--- src/kdmb_pkg.sv ---
`timescale 1ns / 1ps
`default_nettype none
// Package for the key debounce make/break block: widths, lane layout and shared types.
// No dependencies.
package kdmb_pkg;

   localparam int CodeWidth   = 16;
   localparam int CountWidth  = 2;
   localparam int TickWidth   = 32;
   localparam int ScansWidth  = 4;
   localparam int HoldWidth   = 4;
   localparam int SlotCount   = 2;
   localparam int LaneCount   = 2 * SlotCount;
   localparam int LaneIdxWidth = $clog2(LaneCount);

   localparam logic [ScansWidth-1:0] StableReset = ScansWidth'(7);
   localparam logic [HoldWidth-1:0]  HoldReset   = HoldWidth'(5);
   localparam logic [CountWidth-1:0] CountMax    = CountWidth'(2);

   // lanes 0..1 check old slots (break), lanes 2..3 check new slots (make)
   localparam logic [LaneIdxWidth-1:0] FirstMakeLane = LaneIdxWidth'(SlotCount);

   typedef struct packed {
      logic [LaneCount-1:0]                hit;
      logic [LaneCount-1:0][CodeWidth-1:0] code;
      logic [TickWidth-1:0]                tick;
   } event_batch_type;

   typedef struct packed {
      logic busy;
      logic last;
   } drain_status_type;

endpackage
`default_nettype wire

--- src/kdmb_if.sv ---
`timescale 1ns / 1ps
`default_nettype none
// Channel interfaces: scan request, event response and configuration write.
// Depends on kdmb_pkg.
interface kdmb_req_if;
   import kdmb_pkg::*;
   logic                  valid;
   logic                  ready;
   logic [CountWidth-1:0] key_count;
   logic [CodeWidth-1:0]  first_code;
   logic [CodeWidth-1:0]  second_code;
   logic [TickWidth-1:0]  tick_stamp;
   modport source (output valid, key_count, first_code, second_code, tick_stamp,
                   input ready);
   modport sink   (input valid, key_count, first_code, second_code, tick_stamp,
                   output ready);
endinterface

interface kdmb_rsp_if;
   import kdmb_pkg::*;
   logic                 valid;
   logic                 ready;
   logic                 is_release;
   logic [CodeWidth-1:0] event_code;
   logic [TickWidth-1:0] event_tick;
   logic                 final_event;
   modport source (output valid, is_release, event_code, event_tick, final_event,
                   input ready);
   modport sink   (input valid, is_release, event_code, event_tick, final_event,
                   output ready);
endinterface

interface kdmb_csr_if;
   import kdmb_pkg::*;
   logic                  valid;
   logic                  ready;
   logic [ScansWidth-1:0] stable_scans;
   modport source (output valid, stable_scans, input ready);
   modport sink   (input valid, stable_scans, output ready);
endinterface
`default_nettype wire

--- src/kdmb_lane.sv ---
`timescale 1ns / 1ps
`default_nettype none
// One comparison lane: flags a key slot whose code is absent from the other set.
// Depends on kdmb_pkg.
module kdmb_lane (
   input  wire logic                           slot_used,
   input  wire logic [kdmb_pkg::CodeWidth-1:0] slot_code,
   input  wire logic [kdmb_pkg::CountWidth-1:0] other_count,
   input  wire logic [kdmb_pkg::SlotCount-1:0][kdmb_pkg::CodeWidth-1:0] other_codes,
   output logic                                hit
);
   import kdmb_pkg::*;

   logic [SlotCount-1:0] match;

   always_comb begin
      for (int i = 0; i < SlotCount; i++) begin
         match[i] = (other_count > CountWidth'(i)) && (other_codes[i] == slot_code);
      end
      hit = slot_used && (match == '0);
   end

endmodule
`default_nettype wire

--- src/kdmb_merge.sv ---
`timescale 1ns / 1ps
`default_nettype none
// Merge stage: holds the lane hits of one accepted set and serialises them as events.
// Depends on kdmb_pkg and kdmb_if.
module kdmb_merge (
   input  wire logic                       clock,
   input  wire logic                       reset,
   input  wire logic                       load,
   input  wire kdmb_pkg::event_batch_type  batch,
   output kdmb_pkg::drain_status_type      status,
   kdmb_rsp_if.source                      rsp
);
   import kdmb_pkg::*;

   logic [LaneCount-1:0]                pend_ff, pend_in;
   logic [LaneCount-1:0][CodeWidth-1:0] code_ff;
   logic [TickWidth-1:0]                tick_ff;
   logic [LaneIdxWidth-1:0]             sel;
   logic                                xfer;

   always_comb begin
      sel = '0;
      for (int i = LaneCount - 1; i >= 0; i--) begin
         if (pend_ff[i]) begin
            sel = LaneIdxWidth'(i);
         end
      end
   end

   assign rsp.valid       = |pend_ff;
   assign rsp.is_release  = sel < FirstMakeLane;
   assign rsp.event_code  = code_ff[sel];
   assign rsp.event_tick  = tick_ff;
   assign rsp.final_event = (pend_ff & (pend_ff - LaneCount'(1))) == '0;
   assign xfer            = rsp.valid && rsp.ready;

   assign status.busy = rsp.valid;
   assign status.last = rsp.final_event;

   always_comb begin
      pend_in = pend_ff;
      if (xfer) begin
         pend_in[sel] = 1'b0;
      end
      if (load) begin
         pend_in = batch.hit;
      end
   end

   always_ff @(posedge clock) begin
      if (reset) begin
         pend_ff <= '0;
      end else begin
         pend_ff <= pend_in;
      end
   end

   always_ff @(posedge clock) begin
      if (load) begin
         code_ff <= batch.code;
         tick_ff <= batch.tick;
      end
   end

endmodule
`default_nettype wire

--- src/key_debounce_make_break_core.sv ---
`timescale 1ns / 1ps
`default_nettype none
// Key debounce with make/break events. Once a scan is taken, its events
// (up to four) appear from the next cycle, one per cycle while rsp is ready.
// A scan that yields events occupies the block until they have transferred; the
// next scan is taken in the cycle the last event transfers. Synchronous reset
// sets the hold count to 5 and clears the candidate, reported set and pending
// events; stable_scans returns to 7.
module key_debounce_make_break_core (
   input  wire logic  clock,
   input  wire logic  reset,
   kdmb_req_if.sink   req,
   kdmb_rsp_if.source rsp,
   kdmb_csr_if.sink   csr
);
   import kdmb_pkg::*;

   logic [ScansWidth-1:0]                stable_ff;
   logic [HoldWidth-1:0]                 hold_ff, hold_in;
   logic [CountWidth-1:0]                cand_n_ff, rep_n_ff, scan_n;
   logic [SlotCount-1:0][CodeWidth-1:0]  cand_ff, rep_ff, scan_codes;
   logic [HoldWidth:0]                   hold_inc;
   logic [ScansWidth-1:0]                thr;
   logic                                 xfer, differ, take_set;
   logic [LaneCount-1:0]                 hits;
   event_batch_type                      batch;
   drain_status_type                     status;

   assign csr.ready = 1'b1;
   assign req.ready = !status.busy || (status.last && rsp.ready);
   assign xfer      = req.valid && req.ready;

   always_comb begin
      scan_n        = (req.key_count > CountMax) ? CountMax : req.key_count;
      scan_codes[0] = (scan_n >= CountWidth'(1)) ? req.first_code  : '0;
      scan_codes[1] = (scan_n >= CountWidth'(2)) ? req.second_code : '0;
      differ        = (scan_codes != cand_ff) || (scan_n != cand_n_ff);
      hold_inc      = {1'b0, (differ ? HoldWidth'(0) : hold_ff)} + (HoldWidth + 1)'(1);
      thr           = (stable_ff == '0) ? ScansWidth'(1) : stable_ff;
      take_set      = hold_inc == {1'b0, thr};
      hold_in       = (hold_inc > {1'b0, thr}) ? thr : hold_inc[HoldWidth-1:0];
   end

   for (genvar g = 0; g < SlotCount; g++) begin : g_slot
      kdmb_lane u_break (
         .slot_used   (rep_n_ff > CountWidth'(g)),
         .slot_code   (rep_ff[g]),
         .other_count (scan_n),
         .other_codes (scan_codes),
         .hit         (hits[g])
      );
      kdmb_lane u_make (
         .slot_used   (scan_n > CountWidth'(g)),
         .slot_code   (scan_codes[g]),
         .other_count (rep_n_ff),
         .other_codes (rep_ff),
         .hit         (hits[SlotCount + g])
      );
   end

   always_comb begin
      batch.hit  = hits;
      batch.tick = req.tick_stamp;
      for (int i = 0; i < SlotCount; i++) begin
         batch.code[i]             = rep_ff[i];
         batch.code[SlotCount + i] = scan_codes[i];
      end
   end

   kdmb_merge u_merge (
      .clock  (clock),
      .reset  (reset),
      .load   (xfer && take_set),
      .batch  (batch),
      .status (status),
      .rsp    (rsp)
   );

   always_ff @(posedge clock) begin
      if (reset) begin
         stable_ff <= StableReset;
         hold_ff   <= HoldReset;
         cand_n_ff <= '0;
         cand_ff   <= '0;
         rep_n_ff  <= '0;
         rep_ff    <= '0;
      end else begin
         if (csr.valid) begin
            stable_ff <= csr.stable_scans;
         end
         if (xfer) begin
            hold_ff   <= hold_in;
            cand_n_ff <= scan_n;
            cand_ff   <= scan_codes;
            if (take_set) begin
               rep_n_ff <= scan_n;
               rep_ff   <= scan_codes;
            end
         end
      end
   end

endmodule
`default_nettype wire

--- src/flat_wrapper.sv ---
// flat-port wrapper written by rule: the top's interface ports become plain ports
module key_debounce_make_break_core_flat import kdmb_pkg::*;
  (clock, reset, req_valid, req_key_count, req_first_code, req_second_code, req_tick_stamp, req_ready, rsp_valid, rsp_is_release, rsp_event_code, rsp_event_tick, rsp_final_event, rsp_ready, csr_valid, csr_stable_scans, csr_ready);
  kdmb_req_if req_i ();
  kdmb_rsp_if rsp_i ();
  kdmb_csr_if csr_i ();
  input  wire logic clock;
  input  wire logic reset;
  input wire logic [$bits(req_i.valid)-1:0] req_valid;
  input wire logic [$bits(req_i.key_count)-1:0] req_key_count;
  input wire logic [$bits(req_i.first_code)-1:0] req_first_code;
  input wire logic [$bits(req_i.second_code)-1:0] req_second_code;
  input wire logic [$bits(req_i.tick_stamp)-1:0] req_tick_stamp;
  output wire logic [$bits(req_i.ready)-1:0] req_ready;
  output wire logic [$bits(rsp_i.valid)-1:0] rsp_valid;
  output wire logic [$bits(rsp_i.is_release)-1:0] rsp_is_release;
  output wire logic [$bits(rsp_i.event_code)-1:0] rsp_event_code;
  output wire logic [$bits(rsp_i.event_tick)-1:0] rsp_event_tick;
  output wire logic [$bits(rsp_i.final_event)-1:0] rsp_final_event;
  input wire logic [$bits(rsp_i.ready)-1:0] rsp_ready;
  input wire logic [$bits(csr_i.valid)-1:0] csr_valid;
  input wire logic [$bits(csr_i.stable_scans)-1:0] csr_stable_scans;
  output wire logic [$bits(csr_i.ready)-1:0] csr_ready;
  assign req_i.valid = req_valid;
  assign req_i.key_count = req_key_count;
  assign req_i.first_code = req_first_code;
  assign req_i.second_code = req_second_code;
  assign req_i.tick_stamp = req_tick_stamp;
  assign req_ready = req_i.ready;
  assign rsp_valid = rsp_i.valid;
  assign rsp_is_release = rsp_i.is_release;
  assign rsp_event_code = rsp_i.event_code;
  assign rsp_event_tick = rsp_i.event_tick;
  assign rsp_final_event = rsp_i.final_event;
  assign rsp_i.ready = rsp_ready;
  assign csr_i.valid = csr_valid;
  assign csr_i.stable_scans = csr_stable_scans;
  assign csr_ready = csr_i.ready;
  key_debounce_make_break_core u_core (.clock(clock), .reset(reset), .req(req_i), .rsp(rsp_i), .csr(csr_i));
endmodule
--- config.mk ---
export PLATFORM = sky130hd
export DESIGN_NAME = key_debounce_make_break_core_flat
export DESIGN_NICKNAME = d
export VERILOG_FILES = /design/src/kdmb_pkg.sv /design/src/kdmb_if.sv /design/src/kdmb_lane.sv /design/src/kdmb_merge.sv /design/src/key_debounce_make_break_core.sv /design/src/flat_wrapper.sv
export SDC_FILE = /design/constraint.sdc
export NUM_CORES = 1
export LEC_CHECK = 0
export ABC_AREA = 1
export BUFFER_PORTS_ARGS = -buffer_cell sky130_fd_sc_hd__buf_2
export CORE_MARGIN = 4
export CORE_UTILIZATION = 37
export DETAILED_ROUTE_END_ITERATION = 8
export PLACE_DENSITY = 0.62
export SYNTH_ARGS = -nofsm -noshare
export SYNTH_HDL_FRONTEND = slang
export SYNTH_SLANG_ARGS = --single-unit
--- constraint.sdc ---
create_clock -name clock -period 7.2 [get_ports clock]
set_clock_uncertainty 0.2 [all_clocks]
set_input_delay 0.36 -clock clock [delete_from_list [all_inputs] [get_ports clock]]
set_output_delay 0.36 -clock clock [all_outputs]
set_load 0.01 [all_outputs]
### After elaboration in Yosys (flattened, before gate mapping)

Index checks and enable logic that the tools add are counted.

| word-level totals | value |
|---|---|
| bits of input ports | 75 |
| bits in registers | 176 |
| word-level logic and storage cells | 86 |

| operators by class | value |
|---|---|
| order comparisons | 11 |
| reductions and logical operators | 29 |
| bitwise operators | 3 |
| eq/ne operators | 11 |
| muxes and demuxes | 16 |
| add/subtract/negate cells | 2 |

Operators by type and width:

| operator | number |
|---|---|
| $eq 16x16->1 | 8 |
| $mux 16 | 3 |
| $bmux 16 s2 | 1 |
| $ne 32x32->1 | 1 |
| $mux 4 | 5 |
| $logic_and 1x1->1 | 17 |
| $mux 2 | 5 |
| $and 4x4->4 | 2 |
| $gt 2x1->1 const B | 4 |
| $logic_not 2->1 | 4 |
| $logic_not 4->1 | 2 |
| $add 4x1->5 const B | 1 |
| $eq 5x4->1 | 1 |
| $gt 5x4->1 | 1 |
| $ge 2x1->1 const B | 2 |
| $not 4->4 | 1 |
| $reduce_or 4->1 | 1 |
| $sub 4x1->4 const B | 1 |
| $lt 2x3->1 const B | 1 |
| $demux 1 s2 | 1 |
| $ge 2x2->1 const B | 1 |
| $gt 2x2->1 const B | 1 |
| $logic_or 1x1->1 | 2 |
| $lt 2x2->1 const B | 1 |
| other kinds (5) | 5 |

### Depth between registers and ports, before layout

| depth | value |
|---|---|
| word-level depth | 12 |
| gate-level depth with buffers | 24 |
| depth with buffers taken out | 22 |

### Hierarchy

Synthesis repeated with hierarchy kept, for this count alone.

| unflattened totals | value |
|---|---|
| cells, all modules | 1373 |
| area total of the unflattened synthesis | 9885.7 sq um |

Modules (own cells, without submodules):

| module | area an instance (sq um) | times used | seq. area each (sq um) | cells each |
|---|---|---|---|---|
| kdmb_merge | 3898.7 | 1 | 2962.8 | 305 |
| key_debounce_make_break_core | 3784.9 | 1 | 1521.5 | 568 |
| kdmb_lane | 550.5 | 4 | 0.0 | 125 |

### Worst setup path after synthesis

No wires, ideal clock.

| timing | value |
|---|---|
| kind | input -> register |
| from | input req_key_count[1] |
| to | register u_core.rep_ff, in the netlist u_core.batch[33] |
| library setup time | 0.084 ns |
| slack | 1.099 ns |
| arrival | 5.816 ns |
| stages on the path | 21 |
| cells stage by stage | buf_4 -> inv_2 -> nand2_4 -> buf_6 -> nand2_1 -> nand2_1 -> nand2_1 -> nand2_1 -> nor2_1 -> nand3_1 -> nor3b_1 -> ha_1 -> xor2_1 -> inv_1 -> ha_1 -> nand3_1 -> nor2_1 -> nand2_1 -> nor2_2 -> o21ai_0 -> a21oi_1 |

| between the ends | value |
|---|---|
| longest elaborated chain between the ends | 10 |
| elaborated cells between the ends (all ways) | 13 |
| those cells by class | add/sub (1); order compare (3); eq/ne (3); mux (4); reduce/logical (2) |

RTL lines:

| item | RTL line | source |
|---|---|---|
| start, declared | flat_wrapper.sv:10 | `input wire logic [$bits(req_i.key_count)-1:0] req_key_count;` |
| $gt 2x2->1 | key_debounce_make_break_core.sv:34 | `scan_n = (req.key_count > CountMax) ? CountMax : req.key_count;` |
| $mux 2 * | key_debounce_make_break_core.sv:34 |  |
| $ge 2x1->1 / $ge 2x2->1 (equally long branches) | key_debounce_make_break_core.sv:35, key_debounce_make_break_core.sv:36 |  |
| $mux 16 (on tied branches) | key_debounce_make_break_core.sv:35, key_debounce_make_break_core.sv:36 |  |
| $ne 32x32->1 | key_debounce_make_break_core.sv:37 | `differ = (scan_codes != cand_ff) \|\| (scan_n != cand_n_ff);` |
| $logic_or 1x1->1 | key_debounce_make_break_core.sv:37 |  |
| $mux 4 | key_debounce_make_break_core.sv:38 | `hold_inc = {1'b0, (differ ? HoldWidth'(0) : hold_ff)} + (HoldWidth + 1)'(1);` |
| $add 4x1->5 | key_debounce_make_break_core.sv:38 |  |
| $eq 5x4->1 | key_debounce_make_break_core.sv:40 | `take_set = hold_inc == {1'b0, thr};` |
| $reduce_and 2->1 (no source line) | - |  |
| end signal, assigned | key_debounce_make_break_core.sv:97 | `rep_ff <= scan_codes;` |
| end, declared | key_debounce_make_break_core.sv:21 | `logic [SlotCount-1:0][CodeWidth-1:0] cand_ff, rep_ff, scan_codes;` |

Every way passes the cells marked *; elsewhere a longest branch is shown, timed or not.
A chain may end at the register's enable or synchronous reset.

==> qor.yml <==
layout-area-overhead-vs-synth_pct: 22.6
cp_max_fo: 64
max-cap-violations: 0
synth.area.top_cells: "edfxtp_1 (35%), dfxtp_1 (20%), nand2_1 (9.4%)"
ys_warn_count: 0
numCtsBuffers: 17
yosys-mux-area-fraction_pct: 0
wl_per_cell_um: 16.3
dp_hpwl_um: 15800
path_cells: "buf_2 > nor2_2 > nor2_1 > nand2_1 > nand2_1 > nor2_1 > nand2_1 > nor2_1 > nand2_1 > nor3b_1 > ha_1 > xor2_1 > inv_1 > ha_1 > nand3_1 > nor2_1 > nand3_4 > nand2_2 > inv_2 > nor2_1 > nor2_1"
insertion_delay_ns: 0.43
track_usage_pct: 18.2
synth_top_family_by_area: "simple AND/OR/NAND/NOR gates"
antenna_cells: 0
slew_violations: 0
synth-edff-count: 96
setup_ws_ns: 2.48
layout-drive-gt1-share_pct: 17.8
tightest_slew_ns: 1.04
fin_util_pct: 46.1
multiInputGateArea_mm2: 0.00313
grt_overflow: 0
synth_commonest_cells: "nand2_1 (205), inv_1 (100), edfxtp_1 (96), nor2_1 (85), dfxtp_1 (80)"
syn_avg_cell_area_um2: 8.80
period_minus_slack_ns: 4.72
coreArea_mm2: 0.0218
first_iter_violations: 438
cp_slowest_cell: "nor2_2"
yosys_register_bits: 176
synth_async_sr_flop_share_pct: 0
drt-total-wl_um: 22500
vias_per_cell: 4.97
hold_violations: 0
setup_viol: 0
placed_area_mm2: 0.00905
slew_headroom_pct: 30.4
worst-endpoint-required_ns: 7.32
yosysSeqAreaShare_pct: 54.6
fin_nets: 1167
syn-num-nets: 1013
ios: 128
syn-instance-count: 933
post-place-ws_ns: 2.06
clk_path_buf_depth: 2
start_util_pct: 37.6
worstHoldPathType: "input port to flip-flop"
r2r_start: "u_core.cand_ff[23]"
synth_area_mm2: 0.00821
timing.final.crit_share_pct: 65.5
synth.most_common_cell: "nand2_1"
drc: 0
hold_depth: 3
max_freq_ghz: 0.212
fin_area_mm2: 0.0101
grt_max_degree: 104
postCtsResizedCells: 0
synth-compound-area-share_pct: 13.2
port_buffers: 126
gp_congestion: 0.898
htreeDepth: 4
crit_family: "simple AND/OR/NAND/NOR gates"
yosysTopAreaCell: "edfxtp_1"
cts_tree: "yes"
start_kind: "input port"
die_x_um: 157
cpMostUsedCell: "nor2_1"
worstReg2RegEnd: "u_core.u_merge.pend_ff[3]"
die_h_um: 157
rr_worst_depth: 19
rsz0062_at_grt: "no"
path_clk_slew_ns: 0.07
drt_first_pass_iters: 5
fp.dieArea_mm2: 0.0246
endpoint_kind: "flip-flop"
status: "finished clean"
synth_fa_ha_area_share_pct: 0.762
hold_path_end: "u_core.stable_ff[3]"
cp.arrival_ns: 4.83
antenna_found_initial: 0
rows: 54
yosys.area_share.simple_pct: 19.6
synthXorXnorAreaFrac_pct: 4.48
power_density_mw_per_mm2: 300
vias: 6860
numClockSinks: 176
cpPeakStageDelay_ns: 0.69
setup_tns_ns: 0
cts-root-buf: "clkbuf_16"
ant_nets: 0
yosys.area.top_type_share_pct: 35.1
yosysUniqueCellTypes: 35
seqCellArea_mm2: 0.00448
cp_num_cells: 21
grt_pass1_wl_um: 34600
cts_hold_buffers: 38
synth-main-ff-cell: "edfxtp_1"
reg2reg_setup_slack_ns: 3.08
fill_cells: 2125
p_leak_uw: 0.00413
cts_setup_buffers: 0
peakVddDrop_uv: 140
grt_pass1_vias: 6373
path_class: "input port to flip-flop"
worstHoldStart: "csr_stable_scans[3]"
crit_buf_inv: 3
how the worst max path moves through the flow:
| stage | from | slack [ns] | end |
|---|---|---|---|
| detailed placement | req_key_count[1] | 2.06 | u_core.u_merge.pend_ff[3] |
| global placement | req_key_count[1] | 2.22 | u_core.u_merge.pend_ff[1] |
| CTS | req_key_count[1] | 2.49 | u_core.u_merge.pend_ff[3] |
| global route | req_key_count[1] | 1.95 | u_core.u_merge.pend_ff[3] |
| finish | req_key_count[1] | 2.48 | u_core.u_merge.pend_ff[3] |
| floorplan | req_key_count[1] | 1.10 | u_core.batch[33] |
routing by layer:
metal  GRT usage [%]  part of all wire, %  vias up
met5               0                    0        -
met4            6.82                  2.5        0
met3            2.56                  6.6       35
met2            28.4                   44      231
met1            25.8                   46     3179
li1                -                    -     3415
layout make-up:
class                   instances  share of cell area, %
inverters                     107                   3.99
clock buffers                  17                   4.23
multi-input cells             615                   31.1
flip-flops and latches        176                   44.6
well taps                     280                   3.48
repair buffers                170                   10.6
clock inverters                15                   2.05
cell families (layout without fill, tap and decap cells):
group                    Yosys count  after routing
XOR/XNOR                          42             42
buffers and inverters            142            309
other                              1              1
AO/OA/AOI/OAI                    192            192
flip-flops                       176            176
AND/OR/NAND/NOR                  375            375
adder cells (fa/ha/maj)            5              5
power by group:
| part | leakage, µW | switching [µW] | internal [µW] |
|---|---|---|---|
| sequential | 0.00153 | 58.4 | 1120 |
| clock | 0.000301 | 410 | 586 |
| combinational | 0.00230 | 548 | 290 |
cell usage in the layout (no fill, tap or decap), drive strengths merged:
| master | Yosys | final |
|---|---|---|
| xor2 | 40 | 40 |
| inv | 106 | 110 |
| clkbuf | 21 | 17 |
| bufinv | 0 | 4 |
| a21o | 1 | 1 |
| nor2 | 97 | 97 |
| o21ai | 82 | 82 |
| nor3 | 9 | 9 |
| a31oi | 1 | 1 |
| and3 | 1 | 1 |
| dfxtp | 80 | 80 |
| buf | 14 | 132 |
| conb | 1 | 1 |
| clkinv | 1 | 5 |
| nand3b | 4 | 4 |
| nand2 | 210 | 210 |
| dlygate4sd3 | 0 | 38 |
| xnor2 | 2 | 2 |
| nand3 | 39 | 39 |
| a21oi | 75 | 75 |
| nand4 | 13 | 13 |
| ha | 5 | 5 |
| clkinvlp | 0 | 3 |
| o211ai | 18 | 18 |
| edfxtp | 96 | 96 |
| nor3b | 2 | 2 |
| a211oi | 15 | 15 |
stage by stage:
stage | hold slack (ns) | power, µW | cells
after CTS | 0.0317 | 3050 | 1380
after floorplan | 0.208 | 1690 | 933
after global placement | 0.216 | 2030 | 1310
final | 0.0365 | 3020 | 1380
after global routing | 0.0854 | 3190 | 1380
after detailed placement | 0.215 | 2040 | 1310
state kept, by name, summed over array words and instances, names as in the netlist:
signal / cells
u_core.stable_ff: 4
u_core.hold_ff: 4
u_core.batch: 32
u_core.u_merge.code_ff: 64
u_core.u_merge.rsp.event_tick: 32
u_core.cand_ff: 32
u_core.u_merge.pend_ff: 4
u_core.rep_n_ff: 2
u_core.cand_n_ff: 2
tightest hold or removal path, stage by stage:
cell and delay [ns]:
buf_2 0.08, o21ai_0 0.07, a21oi_1 0.11
Note: power is estimated with default switching activity, not from simulation.
